--- src/rtl/bba_pkg.sv ---
// ----------------------------------------------------------------------------
// Bitmap block allocator package
// Shared widths, command codes and the control/status bundles between the
// sequencer and the datapath.
// ----------------------------------------------------------------------------
package bba_pkg;

    localparam int WORD_BITS_DEF = 32;
    localparam int MAP_WORDS_DEF = 64;

    localparam int CMD_W = 2;
    localparam int CNT_W = 12;
    localparam int IDX_W = 11;
    localparam int AWR_W = 7;

    localparam logic [CMD_W-1:0] CMD_ALLOC    = 2'd0;
    localparam logic [CMD_W-1:0] CMD_FREE     = 2'd1;
    localparam logic [CMD_W-1:0] CMD_FREE_ALL = 2'd2;
    localparam logic [CMD_W-1:0] CMD_COUNT    = 2'd3;

    // sequencer -> datapath
    typedef struct packed {
        logic load;
        logic fail;
        logic rd_i;
        logic rd_i1;
        logic rd_j;
        logic inc_i;
        logic inc_j;
        logic wr_small;
        logic save_small;
        logic wr_top;
        logic set_hint_i;
        logic set_hint_i1;
        logic lg_init;
        logic lg_zero;
        logic lg_nz;
        logic lg_fill;
        logic wr_or;
        logic free_init;
        logic wr_and_one;
        logic wr_and_s;
        logic wr_and_e;
        logic wr_zero;
        logic cnt_add;
        logic clear_all;
        logic push;
    } bba_ctl_t;

    // datapath -> sequencer
    typedef struct packed {
        logic [CMD_W-1:0] cmd;
        logic n_zero;
        logic n_small;
        logic free_oob;
        logic free_one;
        logic j_lt_ew;
        logic ew_in;
        logic i_end;
        logic i1_ok;
        logic j_end;
        logic e_full;
        logic fit_any;
        logic k_pos;
        logic e2_ok;
        logic le_zero;
        logic avail_ok;
        logic rest_big;
        logic endm_nz;
        logic out_free;
    } bba_sts_t;

endpackage

--- src/rtl/bba_req_if.sv ---
// ----------------------------------------------------------------------------
// Allocator request channel
// valid/ready channel carrying one command with its count and index.
// ----------------------------------------------------------------------------
interface bba_req_if import bba_pkg::*; ();
    logic             valid;
    logic             ready;
    logic [CMD_W-1:0] cmd;
    logic [CNT_W-1:0] block_count;
    logic [IDX_W-1:0] block_index;

    modport source (output valid, output cmd, output block_count, output block_index,
                    input ready);
    modport sink (input valid, input cmd, input block_count, input block_index,
                  output ready);
endinterface

--- src/rtl/bba_rsp_if.sv ---
// ----------------------------------------------------------------------------
// Allocator response channel
// valid/ready channel carrying one result per request.
// ----------------------------------------------------------------------------
interface bba_rsp_if import bba_pkg::*; ();
    logic             valid;
    logic             ready;
    logic             status;
    logic [IDX_W-1:0] first_block;
    logic [CNT_W-1:0] used_count;

    modport source (output valid, output status, output first_block, output used_count,
                    input ready);
    modport sink (input valid, input status, input first_block, input used_count,
                  output ready);
endinterface

--- src/rtl/bba_datapath.sv ---
// ----------------------------------------------------------------------------
// Allocator datapath
// Bitmap memory with per-word valid bits, word/search registers, fit logic,
// popcount accumulator and the response register.
// ----------------------------------------------------------------------------
module bba_datapath import bba_pkg::*; #(
    parameter int WORD_BITS = WORD_BITS_DEF,
    parameter int MAP_WORDS = MAP_WORDS_DEF
) (
    input  logic             clk,
    input  logic             rst_n,
    input  logic [CMD_W-1:0] req_cmd,
    input  logic [CNT_W-1:0] req_count,
    input  logic [IDX_W-1:0] req_index,
    input  logic             cfg_we,
    input  logic [AWR_W-1:0] cfg_wdata,
    input  bba_ctl_t         ctl,
    output bba_sts_t         sts,
    output logic             rsp_valid,
    input  logic             rsp_ready,
    output logic             rsp_status,
    output logic [IDX_W-1:0] rsp_first,
    output logic [CNT_W-1:0] rsp_used
);

    localparam int LG  = $clog2(WORD_BITS);
    localparam int AW  = $clog2(MAP_WORDS);
    localparam int WC  = $clog2(MAP_WORDS + 1);
    localparam int HW  = $clog2(MAP_WORDS);
    localparam int KW  = LG + 1;
    localparam int AVW = $clog2(MAP_WORDS * WORD_BITS + WORD_BITS + 1);

    function automatic logic [WORD_BITS-1:0] low_mask(input int unsigned x);
        logic [WORD_BITS-1:0] ones;
        ones = '1;
        if (x == 0)
        begin
            return '0;
        end
        return ones >> (WORD_BITS - x);
    endfunction

    logic [WORD_BITS-1:0] mem [MAP_WORDS];
    logic [MAP_WORDS-1:0] valid_reg;

    logic [CMD_W-1:0]     cmd_reg;
    logic [CNT_W-1:0]     n_reg;
    logic [IDX_W-1:0]     idx_reg;
    logic [WC-1:0]        i_reg;
    logic [WC-1:0]        j_reg;
    logic [HW-1:0]        hint_reg;
    logic [HW-1:0]        hint_next;
    logic [WC-1:0]        aw_reg;
    logic [WC-1:0]        aw_next;
    logic [WORD_BITS-1:0] rdata_reg;
    logic [WORD_BITS-1:0] e_reg;
    logic [KW-1:0]        k_reg;
    logic [WORD_BITS-1:0] endm_reg;
    logic [LG-1:0]        tail_reg;
    logic [AVW-1:0]       avail_reg;
    logic [CNT_W-1:0]     rest_reg;
    logic                 status_reg;
    logic [IDX_W-1:0]     first_reg;
    logic [CNT_W-1:0]     used_reg;
    logic                 out_valid_reg;
    logic                 out_status_reg;
    logic [IDX_W-1:0]     out_first_reg;
    logic [CNT_W-1:0]     out_used_reg;

    logic [KW-1:0]        tz_cur;
    logic                 n_small;
    logic [WORD_BITS-1:0] mask_n;
    logic                 fit_any;
    logic [LG-1:0]        fit_pos;
    logic [LG-1:0]        tail_cur;
    logic [CNT_W:0]       endb;
    logic [31:0]          sw;
    logic [31:0]          ew;
    logic [WORD_BITS-1:0] smask;
    logic [WORD_BITS-1:0] emask;
    logic [LG:0]          popcnt;
    logic                 rd_en;
    logic [WC-1:0]        rd_addr;
    logic                 we;
    logic [WC-1:0]        waddr;
    logic [WORD_BITS-1:0] wdata;

    // leading zeros of the word just read: free top bits
    always_comb
    begin
        tz_cur = KW'(WORD_BITS);
        for (int b = 0; b < WORD_BITS; b++)
        begin
            if (rdata_reg[b])
            begin
                tz_cur = KW'(WORD_BITS - 1 - b);
            end
        end
    end

    assign n_small  = (n_reg < CNT_W'(WORD_BITS));
    assign mask_n   = n_small ? low_mask(int'(n_reg[LG-1:0])) : '0;
    assign tail_cur = n_reg[LG-1:0] - tz_cur[LG-1:0];

    // lowest start position below word-n whose run is all free
    always_comb
    begin
        fit_any = 1'b0;
        fit_pos = '0;
        for (int s = WORD_BITS - 1; s >= 0; s--)
        begin
            if ((s < WORD_BITS - int'(n_reg)) && ((rdata_reg & (mask_n << s)) == '0))
            begin
                fit_any = 1'b1;
                fit_pos = LG'(s);
            end
        end
    end

    always_comb
    begin
        popcnt = '0;
        for (int b = 0; b < WORD_BITS; b++)
        begin
            popcnt = popcnt + (LG + 1)'(rdata_reg[b]);
        end
    end

    assign endb  = (CNT_W + 1)'(idx_reg) + (CNT_W + 1)'(n_reg);
    assign sw    = 32'(idx_reg) >> LG;
    assign ew    = 32'(endb) >> LG;
    assign smask = low_mask(int'(idx_reg[LG-1:0]));
    assign emask = ~low_mask(int'(endb[LG-1:0]));

    always_comb
    begin
        sts.cmd      = cmd_reg;
        sts.n_zero   = (n_reg == '0);
        sts.n_small  = n_small;
        sts.free_oob = (32'(endb) > (32'(aw_reg) << LG));
        sts.free_one = (sw == ew);
        sts.j_lt_ew  = (32'(j_reg) < ew);
        sts.ew_in    = (ew < 32'(aw_reg));
        sts.i_end    = (i_reg >= aw_reg);
        sts.i1_ok    = ((32'(i_reg) + 32'd1) < 32'(aw_reg));
        sts.j_end    = (j_reg >= aw_reg);
        sts.e_full   = &rdata_reg;
        sts.fit_any  = fit_any;
        sts.k_pos    = (tz_cur != '0);
        sts.e2_ok    = ((rdata_reg & endm_reg) == '0);
        sts.le_zero  = (rdata_reg == '0);
        sts.avail_ok = (32'(avail_reg) >= 32'(n_reg));
        sts.rest_big = (rest_reg >= CNT_W'(WORD_BITS));
        sts.endm_nz  = (endm_reg != '0);
        sts.out_free = !out_valid_reg || rsp_ready;
    end

    // read port
    always_comb
    begin
        rd_en   = ctl.rd_i || ctl.rd_i1 || ctl.rd_j;
        rd_addr = j_reg;
        if (ctl.rd_i)
        begin
            rd_addr = i_reg;
        end
        else if (ctl.rd_i1)
        begin
            rd_addr = i_reg + WC'(1);
        end
    end

    // write port
    always_comb
    begin
        we    = 1'b1;
        waddr = j_reg;
        wdata = '0;
        if (ctl.wr_small)
        begin
            waddr = i_reg;
            wdata = rdata_reg | (mask_n << fit_pos);
        end
        else if (ctl.wr_top)
        begin
            waddr = i_reg;
            wdata = e_reg | ~low_mask(WORD_BITS - int'(k_reg));
        end
        else if (ctl.wr_or)
        begin
            wdata = rdata_reg | endm_reg;
        end
        else if (ctl.lg_fill)
        begin
            wdata = '1;
        end
        else if (ctl.wr_and_one)
        begin
            wdata = rdata_reg & (smask | emask);
        end
        else if (ctl.wr_and_s)
        begin
            wdata = rdata_reg & smask;
        end
        else if (ctl.wr_and_e)
        begin
            wdata = rdata_reg & emask;
        end
        else if (!ctl.wr_zero)
        begin
            we = 1'b0;
        end
    end

    always_ff @(posedge clk)
    begin
        if (we)
        begin
            mem[waddr[AW-1:0]] <= wdata;
        end
        if (rd_en)
        begin
            rdata_reg <= valid_reg[rd_addr[AW-1:0]] ? mem[rd_addr[AW-1:0]] : '0;
        end
    end

    // a word never written since reset or free-all reads as zero
    always_ff @(posedge clk or negedge rst_n)
    begin
        if (!rst_n)
        begin
            valid_reg <= '0;
        end
        else if (ctl.clear_all)
        begin
            for (int w = 0; w < MAP_WORDS; w++)
            begin
                if (WC'(w) < aw_reg)
                begin
                    valid_reg[w] <= 1'b0;
                end
            end
        end
        else if (we)
        begin
            valid_reg[waddr[AW-1:0]] <= 1'b1;
        end
    end

    always_comb
    begin
        int v;
        v         = int'(cfg_wdata);
        aw_next   = aw_reg;
        hint_next = hint_reg;
        if (cfg_we)
        begin
            if (v == 0)
            begin
                v = 1;
            end
            if (v > MAP_WORDS)
            begin
                v = MAP_WORDS;
            end
            aw_next = WC'(v);
            if (32'(hint_reg) >= 32'(v))
            begin
                hint_next = '0;
            end
        end
        else if (ctl.free_init)
        begin
            if (32'(hint_reg) > sw)
            begin
                hint_next = HW'(sw);
            end
        end
        else if (ctl.wr_small || ctl.set_hint_i)
        begin
            hint_next = HW'(i_reg);
        end
        else if (ctl.set_hint_i1)
        begin
            hint_next = HW'(i_reg + WC'(1));
        end
    end

    always_ff @(posedge clk or negedge rst_n)
    begin
        if (!rst_n)
        begin
            aw_reg        <= WC'(MAP_WORDS);
            hint_reg      <= '0;
            i_reg         <= '0;
            j_reg         <= '0;
            out_valid_reg <= 1'b0;
        end
        else
        begin
            aw_reg   <= aw_next;
            hint_reg <= hint_next;
            if (ctl.load)
            begin
                i_reg <= WC'(hint_reg);
            end
            else if (ctl.inc_i)
            begin
                i_reg <= i_reg + WC'(1);
            end
            if (ctl.load)
            begin
                j_reg <= '0;
            end
            else if (ctl.free_init)
            begin
                j_reg <= WC'(sw);
            end
            else if (ctl.save_small || ctl.lg_init || ctl.wr_top)
            begin
                j_reg <= i_reg + WC'(1);
            end
            else if (ctl.inc_j)
            begin
                j_reg <= j_reg + WC'(1);
            end
            if (ctl.push)
            begin
                out_valid_reg <= 1'b1;
            end
            else if (rsp_ready)
            begin
                out_valid_reg <= 1'b0;
            end
        end
    end

    always_ff @(posedge clk)
    begin
        if (ctl.load)
        begin
            cmd_reg    <= req_cmd;
            n_reg      <= req_count;
            idx_reg    <= req_index;
            status_reg <= 1'b0;
            first_reg  <= '0;
            used_reg   <= '0;
        end
        if (ctl.fail)
        begin
            status_reg <= 1'b1;
            first_reg  <= '0;
        end
        if (ctl.wr_small)
        begin
            first_reg <= IDX_W'((32'(i_reg) << LG) + 32'(fit_pos));
        end
        if (ctl.wr_top)
        begin
            first_reg <= IDX_W'((32'(i_reg) << LG) + 32'(WORD_BITS) - 32'(k_reg));
            rest_reg  <= n_reg - CNT_W'(k_reg);
        end
        if (ctl.lg_fill)
        begin
            rest_reg <= rest_reg - CNT_W'(WORD_BITS);
        end
        if (ctl.save_small)
        begin
            e_reg    <= rdata_reg;
            k_reg    <= tz_cur;
            endm_reg <= mask_n >> tz_cur;
        end
        if (ctl.lg_init)
        begin
            e_reg     <= rdata_reg;
            k_reg     <= tz_cur;
            tail_reg  <= tail_cur;
            endm_reg  <= low_mask(int'(tail_cur));
            avail_reg <= AVW'(tz_cur);
        end
        if (ctl.lg_zero)
        begin
            avail_reg <= avail_reg + AVW'(WORD_BITS);
        end
        if (ctl.lg_nz && ((rdata_reg & endm_reg) == '0))
        begin
            avail_reg <= avail_reg + AVW'(tail_reg);
        end
        if (ctl.cnt_add)
        begin
            used_reg <= used_reg + CNT_W'(popcnt);
        end
        if (ctl.push)
        begin
            out_status_reg <= status_reg;
            out_first_reg  <= first_reg;
            out_used_reg   <= used_reg;
        end
    end

    assign rsp_valid  = out_valid_reg;
    assign rsp_status = out_status_reg;
    assign rsp_first  = out_first_reg;
    assign rsp_used   = out_used_reg;

endmodule

--- src/rtl/bba_ctrl.sv ---
// ----------------------------------------------------------------------------
// Allocator sequencer
// Walks the bitmap words for each request and drives the datapath.
// ----------------------------------------------------------------------------
module bba_ctrl import bba_pkg::*; (
    input  logic     clk,
    input  logic     rst_n,
    input  logic     req_valid,
    output logic     req_ready,
    output bba_ctl_t ctl,
    input  bba_sts_t sts
);

    typedef enum logic [4:0] {
        S_IDLE,
        S_DISP,
        S_A_CHK,
        S_A_EVAL,
        S_A_EVAL2,
        S_A_WR2,
        S_L_SCAN,
        S_L_SEE,
        S_L_DEC,
        S_L_FILL,
        S_L_END,
        S_F_HEAD,
        S_F_ONE,
        S_F_FIRST,
        S_F_MID,
        S_F_LAST,
        S_C_START,
        S_C_RUN,
        S_DONE
    } state_t;

    state_t state_reg;
    state_t state_next;
    logic   ready_reg;

    always_comb
    begin
        state_next = state_reg;
        ctl        = '0;
        case (state_reg)
            S_IDLE:
            begin
                if (req_valid && ready_reg)
                begin
                    ctl.load   = 1'b1;
                    state_next = S_DISP;
                end
            end
            S_DISP:
            begin
                case (sts.cmd)
                    CMD_ALLOC:
                    begin
                        if (sts.n_zero)
                        begin
                            ctl.fail   = 1'b1;
                            state_next = S_DONE;
                        end
                        else
                        begin
                            state_next = S_A_CHK;
                        end
                    end
                    CMD_FREE:
                    begin
                        if (sts.free_oob)
                        begin
                            state_next = S_DONE;
                        end
                        else
                        begin
                            ctl.free_init = 1'b1;
                            state_next    = S_F_HEAD;
                        end
                    end
                    CMD_FREE_ALL:
                    begin
                        ctl.clear_all = 1'b1;
                        state_next    = S_DONE;
                    end
                    CMD_COUNT:
                    begin
                        state_next = S_C_START;
                    end
                    default:
                    begin
                        state_next = S_DONE;
                    end
                endcase
            end
            S_A_CHK:
            begin
                if (sts.i_end)
                begin
                    ctl.fail   = 1'b1;
                    state_next = S_DONE;
                end
                else
                begin
                    ctl.rd_i   = 1'b1;
                    state_next = S_A_EVAL;
                end
            end
            S_A_EVAL:
            begin
                if (sts.e_full)
                begin
                    ctl.inc_i  = 1'b1;
                    state_next = S_A_CHK;
                end
                else if (!sts.n_small)
                begin
                    ctl.lg_init = 1'b1;
                    state_next  = S_L_SCAN;
                end
                else if (sts.fit_any)
                begin
                    ctl.wr_small = 1'b1;
                    state_next   = S_DONE;
                end
                else if (sts.k_pos && sts.i1_ok)
                begin
                    // try the wrap into the next word
                    ctl.save_small = 1'b1;
                    ctl.rd_i1      = 1'b1;
                    state_next     = S_A_EVAL2;
                end
                else
                begin
                    ctl.inc_i  = 1'b1;
                    state_next = S_A_CHK;
                end
            end
            S_A_EVAL2:
            begin
                if (sts.e2_ok)
                begin
                    ctl.wr_top      = 1'b1;
                    ctl.set_hint_i1 = 1'b1;
                    state_next      = S_A_WR2;
                end
                else
                begin
                    ctl.inc_i  = 1'b1;
                    state_next = S_A_CHK;
                end
            end
            S_A_WR2:
            begin
                ctl.wr_or  = 1'b1;
                state_next = S_DONE;
            end
            S_L_SCAN:
            begin
                if (sts.avail_ok || sts.j_end)
                begin
                    state_next = S_L_DEC;
                end
                else
                begin
                    ctl.rd_j   = 1'b1;
                    state_next = S_L_SEE;
                end
            end
            S_L_SEE:
            begin
                if (sts.le_zero)
                begin
                    ctl.lg_zero = 1'b1;
                    ctl.inc_j   = 1'b1;
                    state_next  = S_L_SCAN;
                end
                else
                begin
                    ctl.lg_nz  = 1'b1;
                    state_next = S_L_DEC;
                end
            end
            S_L_DEC:
            begin
                if (!sts.avail_ok)
                begin
                    ctl.inc_i  = 1'b1;
                    state_next = S_A_CHK;
                end
                else
                begin
                    ctl.wr_top     = 1'b1;
                    ctl.set_hint_i = 1'b1;
                    state_next     = S_L_FILL;
                end
            end
            S_L_FILL:
            begin
                if (sts.rest_big && !sts.j_end)
                begin
                    ctl.lg_fill = 1'b1;
                    ctl.inc_j   = 1'b1;
                end
                else if (sts.endm_nz && !sts.j_end)
                begin
                    ctl.rd_j   = 1'b1;
                    state_next = S_L_END;
                end
                else
                begin
                    state_next = S_DONE;
                end
            end
            S_L_END:
            begin
                ctl.wr_or  = 1'b1;
                state_next = S_DONE;
            end
            S_F_HEAD:
            begin
                if (!sts.free_one)
                begin
                    ctl.rd_j   = 1'b1;
                    state_next = S_F_FIRST;
                end
                else if (!sts.j_end)
                begin
                    ctl.rd_j   = 1'b1;
                    state_next = S_F_ONE;
                end
                else
                begin
                    state_next = S_DONE;
                end
            end
            S_F_ONE:
            begin
                ctl.wr_and_one = 1'b1;
                state_next     = S_DONE;
            end
            S_F_FIRST:
            begin
                ctl.wr_and_s = 1'b1;
                ctl.inc_j    = 1'b1;
                state_next   = S_F_MID;
            end
            S_F_MID:
            begin
                if (sts.j_lt_ew)
                begin
                    ctl.wr_zero = 1'b1;
                    ctl.inc_j   = 1'b1;
                end
                else if (sts.ew_in)
                begin
                    ctl.rd_j   = 1'b1;
                    state_next = S_F_LAST;
                end
                else
                begin
                    state_next = S_DONE;
                end
            end
            S_F_LAST:
            begin
                ctl.wr_and_e = 1'b1;
                state_next   = S_DONE;
            end
            S_C_START:
            begin
                if (sts.j_end)
                begin
                    state_next = S_DONE;
                end
                else
                begin
                    ctl.rd_j   = 1'b1;
                    ctl.inc_j  = 1'b1;
                    state_next = S_C_RUN;
                end
            end
            S_C_RUN:
            begin
                // add the word read last cycle while fetching the next
                ctl.cnt_add = 1'b1;
                if (sts.j_end)
                begin
                    state_next = S_DONE;
                end
                else
                begin
                    ctl.rd_j  = 1'b1;
                    ctl.inc_j = 1'b1;
                end
            end
            S_DONE:
            begin
                if (sts.out_free)
                begin
                    ctl.push   = 1'b1;
                    state_next = S_IDLE;
                end
            end
            default:
            begin
                state_next = S_IDLE;
            end
        endcase
    end

    always_ff @(posedge clk or negedge rst_n)
    begin
        if (!rst_n)
        begin
            state_reg <= S_IDLE;
            ready_reg <= 1'b0;
        end
        else
        begin
            state_reg <= state_next;
            ready_reg <= (state_next == S_IDLE);
        end
    end

    assign req_ready = ready_reg;

endmodule

--- src/rtl/bitmap_block_allocator.sv ---
// ----------------------------------------------------------------------------
// Bitmap block allocator
// Contiguous block allocation, range free, free-all and used count over a
// word-organized usage bitmap.
//
//   channel  dir  handshake      payload
//   req      in   valid/ready    cmd, block_count, block_index
//   rsp      out  valid/ready    status, first_block, used_count
//   cfg      in   cfg_we         cfg_wdata (active words)
//
// One request at a time; bitmap memory has one read and one write port.
// Count reads every active word; free visits the words its range covers; alloc
// scans words, plus those a large run probes and fills. Reset is immediate
// (per-word valid bits, no clearing pass).
// A stalled rsp holds its result; the next request is accepted meanwhile.
// ----------------------------------------------------------------------------
module bitmap_block_allocator import bba_pkg::*; #(
    parameter int WORD_BITS = WORD_BITS_DEF,
    parameter int MAP_WORDS = MAP_WORDS_DEF
) (
    input  logic             clk,
    input  logic             rst_n,
    bba_req_if.sink          req,
    bba_rsp_if.source        rsp,
    input  logic             cfg_we,
    input  logic [AWR_W-1:0] cfg_wdata
);

    bba_ctl_t ctl;
    bba_sts_t sts;

    bba_ctrl u_ctrl (
        .clk       (clk),
        .rst_n     (rst_n),
        .req_valid (req.valid),
        .req_ready (req.ready),
        .ctl       (ctl),
        .sts       (sts)
    );

    bba_datapath #(
        .WORD_BITS (WORD_BITS),
        .MAP_WORDS (MAP_WORDS)
    ) u_datapath (
        .clk        (clk),
        .rst_n      (rst_n),
        .req_cmd    (req.cmd),
        .req_count  (req.block_count),
        .req_index  (req.block_index),
        .cfg_we     (cfg_we),
        .cfg_wdata  (cfg_wdata),
        .ctl        (ctl),
        .sts        (sts),
        .rsp_valid  (rsp.valid),
        .rsp_ready  (rsp.ready),
        .rsp_status (rsp.status),
        .rsp_first  (rsp.first_block),
        .rsp_used   (rsp.used_count)
    );

endmodule

--- src/flat_wrapper.sv ---
// flat-port wrapper written by rule: the top's interface ports become plain ports
module bitmap_block_allocator_flat import bba_pkg::*;
#(
    parameter int WORD_BITS = WORD_BITS_DEF,
    parameter int MAP_WORDS = MAP_WORDS_DEF
)
  (clk, rst_n, cfg_we, cfg_wdata, req_valid, req_cmd, req_block_count, req_block_index, req_ready, rsp_valid, rsp_status, rsp_first_block, rsp_used_count, rsp_ready);
  bba_req_if req_i ();
  bba_rsp_if rsp_i ();
  input  logic clk;
  input  logic rst_n;
  input  logic cfg_we;
  input  logic [AWR_W-1:0] cfg_wdata;
  input wire logic [$bits(req_i.valid)-1:0] req_valid;
  input wire logic [$bits(req_i.cmd)-1:0] req_cmd;
  input wire logic [$bits(req_i.block_count)-1:0] req_block_count;
  input wire logic [$bits(req_i.block_index)-1:0] req_block_index;
  output wire logic [$bits(req_i.ready)-1:0] req_ready;
  output wire logic [$bits(rsp_i.valid)-1:0] rsp_valid;
  output wire logic [$bits(rsp_i.status)-1:0] rsp_status;
  output wire logic [$bits(rsp_i.first_block)-1:0] rsp_first_block;
  output wire logic [$bits(rsp_i.used_count)-1:0] rsp_used_count;
  input wire logic [$bits(rsp_i.ready)-1:0] rsp_ready;
  assign req_i.valid = req_valid;
  assign req_i.cmd = req_cmd;
  assign req_i.block_count = req_block_count;
  assign req_i.block_index = req_block_index;
  assign req_ready = req_i.ready;
  assign rsp_valid = rsp_i.valid;
  assign rsp_status = rsp_i.status;
  assign rsp_first_block = rsp_i.first_block;
  assign rsp_used_count = rsp_i.used_count;
  assign rsp_i.ready = rsp_ready;
  bitmap_block_allocator #(.WORD_BITS(WORD_BITS), .MAP_WORDS(MAP_WORDS)) u_core (.clk(clk), .rst_n(rst_n), .req(req_i), .rsp(rsp_i), .cfg_we(cfg_we), .cfg_wdata(cfg_wdata));
endmodule
--- config.mk ---
export PLATFORM = sky130hd
export DESIGN_NAME = bitmap_block_allocator_flat
export DESIGN_NICKNAME = d
export VERILOG_FILES = /design/src/rtl/bba_pkg.sv /design/src/rtl/bba_req_if.sv /design/src/rtl/bba_rsp_if.sv /design/src/rtl/bba_datapath.sv /design/src/rtl/bba_ctrl.sv /design/src/rtl/bitmap_block_allocator.sv /design/src/flat_wrapper.sv
export SDC_FILE = /design/constraint.sdc
export NUM_CORES = 2
export LEC_CHECK = 0
export ABC_AREA = 1
export BUFFER_PORTS_ARGS = -buffer_cell sky130_fd_sc_hd__buf_4
export CORE_MARGIN = 1.5
export CORE_UTILIZATION = 30
export DETAILED_ROUTE_END_ITERATION = 16
export PLACE_DENSITY = 0.4
export SYNTH_ARGS = -nofsm -noshare
export SYNTH_HDL_FRONTEND = slang
export SYNTH_SLANG_ARGS = --single-unit
--- constraint.sdc ---
create_clock -name clk -period 8.95 [get_ports clk]
set_input_delay 0.4475 -clock clk [delete_from_list [all_inputs] [get_ports clk]]
set_output_delay 0.4475 -clock clk [all_outputs]
set_load 0.01 [all_outputs]
======== Word level (Yosys, flattened, before mapping) ========
Memories as Yosys holds them, arrays and structs flattened. A register that Yosys moved wholly into a read port is not among the register bits.
Index checks and enable logic that the tools add are counted.
W data, S select, Z words.
cells by class
  shift operators ......................... 7
  multiply operators ...................... 0
  magnitude comparators ................... 111
  div/mod/pow operators ................... 0
  muxes and demuxes ....................... 326
  reductions and logical operators ........ 173
  eq/ne operators ......................... 88
  bitwise operators ....................... 43
  add/sub/neg operators ................... 51
operators with widths
  operator                  number
  $and A32 B32 Y32          36
  $logic_not A32 Y1         35
  $mux W32                  27
  $mux W6                   44
  $mux W5                   47
  $lt A6 B7 Y1 const A      32
  $lt A6 B13 Y1 const A     16
  $mux W1                   168
  $shr A32 B32 Y32 const A  5
  $add A6 B1 Y6             26
  $mux W64                  2
  $ne A2 B2 Y1 const B      64
  $or A32 B32 Y32           4
  $reduce_and A2 Y1         64
  $lt A5 B7 Y1 const A      16
  $lt A5 B13 Y1 const A     8
  $mux W12                  7
  $pmux W5 S16              1
  $not A32 Y32              2
  $or A64 B64 Y64           1
  $lt A4 B7 Y1 const A      8
  $lt A4 B13 Y1 const A     4
  $mux W7                   7
  $mux W11                  4
  76 further kinds          171
storage, ports and cells
  bits in latches ......................... 0
  memories ................................ 1
  logic and storage cells ................. 886
  ROM bits ................................ 0
  input port bits ......................... 37
  flip-flop bits (word level) ............. 270
  RAM bits ................................ 2048
  output and inout bits ................... 26
memories
  name                   depth  width  read ports  clocked after memory_dff  write ports  RTL line            source
  u_core.u_datapath.mem  64     32     1           1                         1            bba_datapath.sv:43  logic [WORD_BITS-1:0] mem [MAP_WORDS];

======== Logic depth before layout (Yosys ltp) ========
  depth in word-level cells ............... 51
  mapped depth ............................ 55

======== Modules after synthesis ========
A second synthesis with hierarchy kept.
unflattened totals
  cells, all modules ...................... 10041
  area, all modules ....................... 108577.9 µm²
by module, submodules not included
  module        times used  sequential area each (µm²)  cells each  area each (µm²)
  bba_datapath  1           69768.2                     9855        107530.6
  bba_ctrl      1           150.1                       186         1047.3

======== Worst setup path before layout ========
No wires, ideal clock.
  kind .................................... flip-flop to flip-flop
  from .................................... register u_core.u_datapath.n_reg[1]
  to ...................................... memory u_core.u_datapath.mem[0][21] (netlist name) (data pin)
  clock period less this slack ............ 7.026 ns
  buffers on the path ..................... 1
  library setup time ...................... 0.588 ns
  cell stages (with the launch flop) ...... 41
  arrival time ............................ 6.437 ns
  slack ................................... 1.924 ns
  cells stage by stage .................... edfxtp_1 inv_1 ha_1 inv_1 ha_1 inv_2 nand2_1 nor2_4 nand2_2 inv_1 buf_2 o22ai_1 nor4_1 nand2_1 nand2_1 nand2_1 nand2_1 nand2_1 [... 5 more ...] nand2_1 nand2_1 nand2_1 nand2_1 nand2_1 nand2_1 nand2_1 nand2_1 nand2_1 nand2_1 nand2_1 a21oi_1 o21ai_0 nand2_1 nand2_1 nor2_1 nand2_1 a31oi_1
on the way
  word-level cells in the longest chain between the ends .. 44
ends and longest elaborated chain
  element                                                                 RTL line             source
  start, declared                                                         bba_datapath.sv:47   logic [CNT_W-1:0] n_reg;
  start signal, assigned                                                  bba_datapath.sv:343  n_reg <= req_count;
  parallel branches: the longest is 43 deep, another holds $sub A6 B5 Y7  --
  $mux W32 (*)                                                            bba_datapath.sv:179  if (ctl.wr_small)
  via u_core.u_datapath.wdata[21]                                         bba_datapath.sv:86   logic [WORD_BITS-1:0] wdata;
  end, declared                                                           bba_datapath.sv:43
Mark *: on every way through the listed nets, which the timed path passes.

======== Worst setup path after layout ========
  from .................................... register u_core.u_datapath.n_reg[0]
  to ...................................... register u_core.u_datapath.rdata_reg[25] (read register of u_core.u_datapath.mem) (data pin)
on the way
  word-level cells in the longest chain between the ends .. 48
ends and longest elaborated chain
  element                                                   RTL line                                source
  $sub A6 B5 Y7 / $logic_not A5 Y1 (equally long branches)  bba_datapath.sv:40, bba_datapath.sv:36
  $shr A32 B32 Y32 / $mux W1 (equally long branches)        bba_datapath.sv:40, bba_datapath.sv:36
  $mux W32                                                  bba_datapath.sv:40                      return ones >> (WORD_BITS - x);
  $mux W32                                                  bba_datapath.sv:102                     assign mask_n = n_small ? low_mask(int'(n_reg[LG-1:0])) : '0;
  $and A32 B32 Y32                                          bba_datapath.sv:112                     if ((s < WORD_BITS - int'(n_reg)) && ((rdata_reg & (mask_n << s)) == '0))
  $logic_not A32 Y1                                         bba_datapath.sv:112
  $logic_and A1 B1 Y1                                       bba_datapath.sv:112
  $mux W1 (32 in series)                                    bba_datapath.sv:112
  $mux W1                                                   bba_ctrl.sv:120                         else if (sts.fit_any)
  $mux W1                                                   bba_ctrl.sv:115                         else if (!sts.n_small)
  $mux W1                                                   bba_ctrl.sv:110                         if (sts.e_full)
  $mux W1                                                   bba_ctrl.sv:44                          case (state_reg)
  $mux W6                                                   bba_datapath.sv:167                     else if (ctl.rd_i1)
  $mux W6                                                   bba_datapath.sv:163                     if (ctl.rd_i)
  $bmux W1 S6                                               bba_datapath.sv:223                     rdata_reg <= valid_reg[rd_addr[AW-1:0]] ? mem[rd_addr[AW-1:0]] : '0;
  $mux W1 (not written as such)                             bba_datapath.sv:223
  $logic_not A1 Y1 (no line)                                --
  end, declared                                             bba_datapath.sv:55                      logic [WORD_BITS-1:0] rdata_reg;
Several ways; a longest one is shown, not always the timed one. The select of a mux whose other input is x is not followed.
A chain may end at the register's enable or synchronous reset.

==> flow_summary.ini <==
[route]
avgViaCountPerCell = 5.386
drt_first_pass_iters = 8
num_vias = 91637
wl_per_cell_microns = 29.41
drt-total-wl_microns = 500400
ant_nets = 0
drt_iter0_drc = 9986
drc = 0

[synthesis]
syn_area_sq_um = 110900
synth_ff_type = edfxtp_1
synth_cells = 10890
yosysWarnings = 0
synth_cell_types = 81
syn_nets = 11095
seq_area_frac_synth_pct = 63.04
synthArstFlopShare_pct = 4.179
synth_edf_count = 2246
syn_area_per_cell_sq_um = 10.18
ys_ff_latch = 2345

[placed_design]
pre_cts_ws_ns = 0.3316
hpwl_microns = 352600
port_buffers = 62
place_congestion = 0.9418

[worst_setup_path]
worstSetupEndpointType = flop
cp_slowest_cell = a2111oi_0
r2r-end = u_core.u_datapath.rdata_reg[25]
max_stage_delay_ns = 0.67
worstPathArrival_ns = 9.12
cp.required_ns = 9.58
worstRegToRegCells = 40
critPathKind = reg -> reg
start_kind = flop
critical_path.top_delay_family = simple AND/OR/NAND/NOR gates
r2r_start = u_core.u_datapath.n_reg[0]
critPathMaxFanout = 38
reg2reg_slack_ns = 0.46
worst-path-buf-inv = 14
cpMostUsedCell = nand3_1

[grt]
grt-ovfl-total = 0
grt_antenna_before_repair = 21
grt_pass1_vias = 88407
grt_usage_pct = 26.17
grt_max_degree = 71
grt_pass1_wl_microns = 698200

[cts]
clk_latency_ns = 0.92
clk_pin_slew_worst_paths_ns = 0.06
h-tree-depth = 5
cts_setup_buffers = 0
cts_tree = yes
cts_buffers = 284
cts_sinks = 2345
clockBufferDepth = 4
cts-root-buf = clkbuf_16

[timing]
hold_viol_final = 0
fmax_mhz = 117.8
setup_ws_ns = 0.4582
skew_ns = 0.07111
fin_crit_sh_pct = 94.88
final-setup-viol-count = 0
rsz0062_at_grt = false
tightest_slew_ns = 1.451
finalCriticalPeriod_ns = 8.492
slew_headroom_pct = 0.7868
slew_violations = 0
finalSetupTns_ns = 0

[floorplanning]
die_h_microns = 611.0
initial_core_util_pct = 30.09
io-pin-count = 63
dieArea_sq_um = 373400
coreArea_sq_um = 368600
num_rows = 223
die_w_microns = 611.0

[outcome]
violations = capacitance limit
status = finished, violations left

[final_layout]
drive_gt1_share_pct = 15.74
area_growth_pct = 25.04
utilization_pct = 37.63
nets = 12037
largest_reg_flops = 2048

[power_and_ir_drop]
worst_ir_drop_vdd_mv = 1.410
power_density_nw_per_um2 = 391.9
finalPower_uw = 54360
p_leak_uw = 0.05309

[worst_hold_path]
hp-class = in -> async

[job]
max-cap-violations = 1
report_power, final:
| group | internal [uW] | switching (uW) |
|---|---|---|
| sequential | 13100 | 560 |
| combinational | 9470 | 19700 |
| clock | 6720 | 4800 |
logic make-up after synthesis:
kind of cell | after synthesis | synth area share [%]
flops | 2345 | 63.04
fa+ha+maj | 168 | 2.098
xor+xnor | 35 | 0.2764
mux | 11 | 0.09928
compound gates | 1055 | 5.820
simple gates | 6062 | 23.81
buf+inv | 1214 | 4.854
layer usage:
layer	up-vias	track usage (%)	part of all wire [%]
met1	46266	37.26	45
li1	40524	-	-
met5	-	0	0.011
met4	8	9.974	4.3
met2	3971	40.15	44
met3	868	3.788	7.0
synthesized netlist by cell type, drive strengths merged (26+ instances only):
cell type  instances  area (sq um)
a31oi             29         181.4
nand4             52         325.3
nand2           2999         11360
o211ai            63         498.0
nor3              68         350.3
o22ai            123         769.5
clkbuf           194         728.2
a221oi            29         254.0
a21oi            275          1380
fa                30         600.6
nor2             525          2113
ha               138          1727
clkinv            26         100.1
nor4              48         306.5
buf              446          2494
nand3           2343         11780
edfxtp          2246         67440
o21ai            345          1757
o221ai            32         280.3
inv              548          2062
dfrtp             97          2427
cell usage in the layout (no fill, tap or decap), types with 25 or more instances in the layout:
cell type      synthesis  layout
nand2_1             2977    2974
nand3_1             2337    2336
edfxtp_1            2246    2246
buf_4                 48     844
nor2_1               497     467
inv_1                500     454
buf_12                 0     413
o21ai_0              326     325
clkbuf_16              0     290
a21oi_1              274     258
ha_1                 138     138
o22ai_1              123     123
dfrtp_1               97      97
clkinv_1              24      93
inv_2                 47      89
nor3_1                66      66
o211ai_1              58      58
nand4_1               52      52
clkinv_2               2      49
nor4_1                47      47
clkbuf_1             194      47
dlygate4sd3_1          0      38
nor2_4                 9      37
o221ai_1              32      32
fa_1                  30      30
a221oi_1              29      29
bufinv_16              0      27
o32ai_1               25      25
cell type report:
type / instances / area [sq um]
antenna: 8 / 20.02
clock buffer: 337 / 7433
clock inverter: 172 / 1669
fill: 36523 / 229900
inverter: 574 / 2198
multi-input combinational: 7331 / 36260
sequential: 2345 / 69920
tap: 4950 / 6193
timing repair buffer: 1296 / 14990
worst max path at each step:
stage                                from                              end  cells after the start
2_1_floorplan  u_core.u_datapath.n_reg[1]     u_core.u_datapath.mem[0][21]                     40
3_3_place_gp   u_core.u_datapath.n_reg[0]  u_core.u_datapath.rdata_reg[29]                     38
3_5_place_dp   u_core.u_datapath.n_reg[0]  u_core.u_datapath.rdata_reg[10]                     38
4_1_cts        u_core.u_datapath.n_reg[0]  u_core.u_datapath.rdata_reg[16]                     38
5_1_grt        u_core.u_datapath.n_reg[0]  u_core.u_datapath.rdata_reg[25]                     40
6_report       u_core.u_datapath.n_reg[0]  u_core.u_datapath.rdata_reg[25]                     40
timing repair:
item                                   in CTS  in global routing
hold buffers                               38                  0
endpoints found under the hold margin      69                  0
gates resized for setup                     0                  0
stage by stage:
step / area [sq um] / std cells / hold WS [ns]
after floorplan: 110900 / 10890 / 0.1519
after global placement: 129200 / 16457 / 0.4118
after detailed placement: 129200 / 16457 / 0.4229
after CTS: 138700 / 17004 / 0.004081
after global routing: 138700 / 17006 / 0.1127
final: 138700 / 17013 / 0.07261
No activity file was read; power rests on OpenSTA's default activity.
